==> src/rtl/mhpq_pkg.sv <==
// ----------------------------------------------------------------------------
// mhpq_pkg
// Shared types, codes and constants for the min-heap priority queue.
// ----------------------------------------------------------------------------
package mhpq_pkg;

    localparam int CAPACITY_DEF = 1024;
    localparam int KEY_W        = 32;
    localparam int FUNC_W       = 2;
    localparam int STAT_W       = 2;

    typedef enum logic [FUNC_W-1:0] {
        FN_INSERT = 2'd0,
        FN_DELETE = 2'd1,
        FN_PEEK   = 2'd2
    } t_func;

    typedef enum logic [STAT_W-1:0] {
        ST_OK    = 2'd0,
        ST_EMPTY = 2'd1,
        ST_FULL  = 2'd2
    } t_status;

    typedef enum logic [3:0] {
        S_IDLE,
        S_UP_CHK,
        S_UP_CMP,
        S_ROOT,
        S_LAST,
        S_DN_RDL,
        S_DN_RDR,
        S_DN_CMP,
        S_RES
    } t_state;

    typedef enum logic [2:0] {
        RD_ROOT,
        RD_PARENT,
        RD_LAST,
        RD_LC,
        RD_RC
    } t_rd_src;

    typedef enum logic [1:0] {
        WR_HOLD,
        WR_RDATA,
        WR_BEST
    } t_wr_src;

    typedef enum logic [1:0] {
        POS_KEEP,
        POS_PARENT,
        POS_BEST,
        POS_ZERO
    } t_pos_src;

    typedef struct packed {
        logic     in_ld;        // hold <= input key, pos <= count
        logic     cnt_inc;
        logic     cnt_dec;
        logic     rd_en;
        t_rd_src  rd_src;
        logic     wr_en;
        t_wr_src  wr_src;
        t_pos_src pos_src;
        logic     hold_ld;      // hold <= read data
        logic     lkey_ld;      // left child key <= read data
        logic     pend_ld;      // pending result <= status (and read data if ok)
        t_status  pend_status;
        logic     res_push;     // pending result -> output register
    } t_dp_cmd;

    typedef struct packed {
        logic full;
        logic empty;
        logic pos_zero;
        logic up_less;
        logic dn_leaf;
        logic dn_move;
        logic out_free;
    } t_dp_sts;

endpackage

==> src/rtl/mhpq_ctrl.sv <==
// ----------------------------------------------------------------------------
// mhpq_ctrl
// Sequencer for insert (sift up), delete (sift down) and peek.
// ----------------------------------------------------------------------------
module mhpq_ctrl
    import mhpq_pkg::*;
(
    input  logic              i_clk,
    input  logic              i_rst_n,
    input  logic              i_req_valid,
    input  logic [FUNC_W-1:0] i_req_func,
    output logic              o_req_ready,
    input  t_dp_sts           i_sts,
    output t_dp_cmd           o_cmd
);

    t_state r_state, n_state;
    logic   r_del, n_del;
    logic   w_acc;

    assign o_req_ready = (r_state == S_IDLE);
    assign w_acc       = i_req_valid && o_req_ready;

    always_ff @(posedge i_clk) begin
        if (!i_rst_n) begin
            r_state <= S_IDLE;
            r_del   <= 1'b0;
        end else begin
            r_state <= n_state;
            r_del   <= n_del;
        end
    end

    // next state
    always_comb begin
        n_state = r_state;
        n_del   = r_del;
        case (r_state)
            S_IDLE: begin
                if (w_acc) begin
                    n_del = (i_req_func == FN_DELETE);
                    case (i_req_func)
                        FN_INSERT: n_state = i_sts.full ? S_RES : S_UP_CHK;
                        FN_DELETE,
                        FN_PEEK:   n_state = i_sts.empty ? S_RES : S_ROOT;
                        default:   n_state = S_IDLE;
                    endcase
                end
            end
            S_UP_CHK: n_state = i_sts.pos_zero ? S_IDLE : S_UP_CMP;
            S_UP_CMP: n_state = i_sts.up_less ? S_UP_CHK : S_IDLE;
            S_ROOT:   n_state = r_del ? S_LAST : S_RES;
            S_LAST:   n_state = S_DN_RDL;
            S_DN_RDL: n_state = i_sts.dn_leaf ? S_RES : S_DN_RDR;
            S_DN_RDR: n_state = S_DN_CMP;
            S_DN_CMP: n_state = i_sts.dn_move ? S_DN_RDL : S_RES;
            S_RES:    n_state = i_sts.out_free ? S_IDLE : S_RES;
            default:  n_state = S_IDLE;
        endcase
    end

    // datapath commands
    always_comb begin
        o_cmd = '0;
        o_cmd.rd_src      = RD_ROOT;
        o_cmd.wr_src      = WR_HOLD;
        o_cmd.pos_src     = POS_KEEP;
        o_cmd.pend_status = ST_OK;
        case (r_state)
            S_IDLE: begin
                if (w_acc) begin
                    case (i_req_func)
                        FN_INSERT: begin
                            if (i_sts.full) begin
                                o_cmd.pend_ld     = 1'b1;
                                o_cmd.pend_status = ST_FULL;
                            end else begin
                                o_cmd.in_ld   = 1'b1;
                                o_cmd.cnt_inc = 1'b1;
                            end
                        end
                        FN_DELETE,
                        FN_PEEK: begin
                            if (i_sts.empty) begin
                                o_cmd.pend_ld     = 1'b1;
                                o_cmd.pend_status = ST_EMPTY;
                            end else begin
                                o_cmd.rd_en  = 1'b1;
                                o_cmd.rd_src = RD_ROOT;
                            end
                        end
                        default: ;
                    endcase
                end
            end
            S_UP_CHK: begin
                if (i_sts.pos_zero) begin
                    o_cmd.wr_en  = 1'b1;
                    o_cmd.wr_src = WR_HOLD;
                end else begin
                    o_cmd.rd_en  = 1'b1;
                    o_cmd.rd_src = RD_PARENT;
                end
            end
            S_UP_CMP: begin
                o_cmd.wr_en = 1'b1;
                if (i_sts.up_less) begin
                    o_cmd.wr_src  = WR_RDATA;   // parent moves down
                    o_cmd.pos_src = POS_PARENT;
                end else begin
                    o_cmd.wr_src = WR_HOLD;
                end
            end
            S_ROOT: begin
                o_cmd.pend_ld     = 1'b1;
                o_cmd.pend_status = ST_OK;
                if (r_del) begin
                    o_cmd.rd_en   = 1'b1;
                    o_cmd.rd_src  = RD_LAST;
                    o_cmd.cnt_dec = 1'b1;
                end
            end
            S_LAST: begin
                o_cmd.hold_ld = 1'b1;
                o_cmd.pos_src = POS_ZERO;
            end
            S_DN_RDL: begin
                if (i_sts.dn_leaf) begin
                    o_cmd.wr_en  = 1'b1;
                    o_cmd.wr_src = WR_HOLD;
                end else begin
                    o_cmd.rd_en  = 1'b1;
                    o_cmd.rd_src = RD_LC;
                end
            end
            S_DN_RDR: begin
                o_cmd.lkey_ld = 1'b1;
                o_cmd.rd_en   = 1'b1;
                o_cmd.rd_src  = RD_RC;
            end
            S_DN_CMP: begin
                o_cmd.wr_en = 1'b1;
                if (i_sts.dn_move) begin
                    o_cmd.wr_src  = WR_BEST;
                    o_cmd.pos_src = POS_BEST;
                end else begin
                    o_cmd.wr_src = WR_HOLD;
                end
            end
            S_RES: begin
                o_cmd.res_push = i_sts.out_free;
            end
            default: ;
        endcase
    end

endmodule

==> config.mk <==
export PLATFORM = sky130hd
export DESIGN_NAME = mhpq_ctrl
export DESIGN_NICKNAME = d
export VERILOG_FILES = /design/src/rtl/mhpq_pkg.sv /design/src/rtl/mhpq_ctrl.sv
export SDC_FILE = /design/constraint.sdc
export NUM_CORES = 1
export LEC_CHECK = 0
export BUFFER_PORTS_ARGS = -buffer_cell sky130_fd_sc_hd__buf_2
export CORE_MARGIN = 8
export CORE_UTILIZATION = 42
export CTS_BUF_LIST = sky130_fd_sc_hd__clkbuf_4
export DETAILED_ROUTE_END_ITERATION = 8
export GPL_ROUTABILITY_DRIVEN = 0
export PLACE_DENSITY = 0.77
export SETUP_SLACK_MARGIN = 0.15
export SLEW_MARGIN = 10
export SYNTH_ARGS = -nofsm -noshare
export SYNTH_HDL_FRONTEND = slang
export SYNTH_SLANG_ARGS = --single-unit
export TNS_END_PERCENT = 1
==> constraint.sdc <==
create_clock -name i_clk -period 1.25 [get_ports i_clk]
set_input_delay 0.125 -clock i_clk [delete_from_list [all_inputs] [get_ports i_clk]]
set_output_delay 0.125 -clock i_clk [all_outputs]
set_load 0.03 [all_outputs]
==> metrics <==
Startpoint Class=register; worst-path fanout max=8; die area=2980 um^2; Max stage delay on crit path=0.38 ns; Ys Warns=0; Seq/Total Area, Yosys=16.0%; hold path cells=2; Max VDD drop=0.517 mV; maxcap violations=0; critical path arrival=1.42 ns; Yosys top cell by area=dfxtp_1; Placed Cells=159; fin. max-slew vios=0; vias in the first global route=978; fin crit period=1.55 ns; die height=54.6 um; most frequent CP cell=nand2_4; CP max-delay cell=dfxtp_4; I/O pins=31; initial DRC count=57; Setup violations, final=23; fin crit share=124%; CTS tree=built; Buffers on Ports=30; CP Data Required Time=1.12 ns; violated checks=setup timing; Via density=5.91; CTS max path bufs=2; clk sink count=5; ys async rst share=0%; Die Width=54.6 um; Core ar.=1450 um^2; Pre-Repair DR Iteration Count=4; Fin. Hold Viols=0; remaining global-route overflow=0; storage element area=115 um^2; share of layout cells above drive strength 1=61.0%; top post-synthesis cells by count=nor2_1 (17), nand2_1 (9), inv_1 (8); via count=1005; worst skew pair latency=0.25 ns; largest net degree at the start of global routing=15; Post-synth top flop=dfxtp_1; Cell Area, Synth=626 um^2; CP Capture Type=primary output; reg2reg setup slack=-0.26 ns; Netlist cell types=32; fillers=68; Mapped Nets=111; DRC=0; post-layout util=88.1%; outcome=finished with violations; RSZ-0062 raised after global routing=yes; worst hold path class=input port to register; finished layout cell area=1280 um^2; # rows=14; fmax=646 MHz; Synth Instances=96; CTS buffer count=3; cts-stage hold buffer count=0; Antenna Violating Nets Remaining=0; hpwl dp=1940 um; first-pass GRT wire length=4280 um; Crit Path Class=register to primary output; Fin Clk Skew=0.00496 ns; Total GRT Usage=18.9%; Initial Util=43.0%; initial antenna violation count=0; DR WL/cell=19.1 um; Least-Margin Pin Slew=0.393 ns; Yosys top cell area share=16.0%; P_leak=0.589 nW; Clk pin slew, worst setup/hold paths=0.05 ns; top cells by area, synth=dfxtp_1 (16%), nor2_1 (10%), ha_1 (6.0%); final wirelength=3250 um; Synth Register Bits=5; Cell Chain, Critical Path=nor2_4 -> nand2_4 -> inv_4 -> nand2_4 -> nor3_4 -> a31o_2 -> buf_6; max_slew headroom=73.8%; total negative setup slack=-4.33 ns; H-tree Lvls=1; Final #Nets=170; Post-Place Cell Area=1020 um^2; area of the multi-input gates=596 um^2; area grow syn2layout=105%; antenna cell count=0; pwr dens=638 nW/um^2; root buffer cell=clkbuf_4; Syn Area/Cell=6.52 um^2; Post-synth EDFFs=0; cell depth of the worst flop-to-flop path=5; most instantiated library cell after synthesis=nor2_1; Layout Cells excl Fill=170; worst setup margin=-0.297 ns
-- state kept, by name (all words and copies together) (netlist names) --
register  count
r_del         1
r_state       4
-- layout make-up --
type | count | share of cell area [%]
Tap cell | 16 | 1.56
Inverter | 8 | 2.54
Multi-Input combinational cell | 77 | 46.5
Sequential cell | 5 | 8.98
Clock buffer | 3 | 1.76
Timing Repair Buffer | 60 | 38.3
Clock inverter | 1 | 0.391
-- layer usage --
| layer | wire [um] | GRT usage [%] |
|---|---|---|
| met1 | 1120 | 19.1 |
| met2 | 1710 | 36.0 |
| met3 | 287 | 4.62 |
| met4 | 130 | 6.56 |
| met5 | 0 | 0 |
-- where the power goes --
group,internal (mW),switching [mW]
sequential,0.164,0.0186
clock,0.116,0.0782
combinational,0.200,0.240
-- metrics by stage --
step | setup slack (ns) | hold WS [ns] | total power, mW
floorplan | -0.147 | 0.279 | 0.374
global placement | -0.0660 | 0.394 | 0.507
detailed placement | -0.131 | 0.400 | 0.518
CTS | -0.247 | 0.167 | 0.746
global route | -0.340 | 0.168 | 0.855
finish | -0.297 | 0.168 | 0.817
-- cells by family (layout without fill, tap and decap cells) --
family / count (synthesis) / after routing / share of synthesized area [%]
adders and majority gates: 3 / 3 / 6.00
DFF: 5 / 5 / 16.0
muxes: 3 / 3 / 4.80
buffers and inverters: 14 / 72 / 11.2
AOI/OAI and AO/OA: 21 / 21 / 22.4
and+or+nand+nor: 50 / 50 / 39.6
-- placed cells by master, fill, tap and decap left out, drive strengths merged --
master and count:
nor4b 1, a31o 1, nor4 1, buf 60
nor2b 1, clkinv 1, a211o 1, nand2b 6
o21ai 1, nand4 1, dfxtp 5, and4 1
a22o 1, o21bai 1, o2bb2ai 1, nand2 9
nor2 17, clkbuf 3, ha 3, a22oi 3
or3 2, nand3b 1, mux2i 3, a31oi 2
o21a 1, a21oi 7, nor3 6, inv 8
o211ai 1, nand3 4, a21boi 1
-- final timing paths --
check             startpoint          to
setup / recovery  r_state[0]    o_cmd[3]
setup reg to reg  r_state[2]  r_state[1]
hold / removal       i_rst_n       r_del
hold reg to reg        r_del       r_del
-- worst max-delay path, delay by kind of cell (launching register included) --
| family | cells | cell delay, ns |
|---|---|---|
| simple gates | 4 | 0.45 |
| compound gates | 1 | 0.14 |
| buf+inv | 2 | 0.20 |
| flops | 1 | 0.38 |
-- what timing repair did --
action | in CTS | in global routing
setup endpoints to repair | 24 | 24
pin swaps | 11 | 8
hold endpoints to repair | 0 | 0
resized for setup | 39 | 15
setup buffers | 2 | 5
Note: power is estimated with default switching activity, not from simulation.
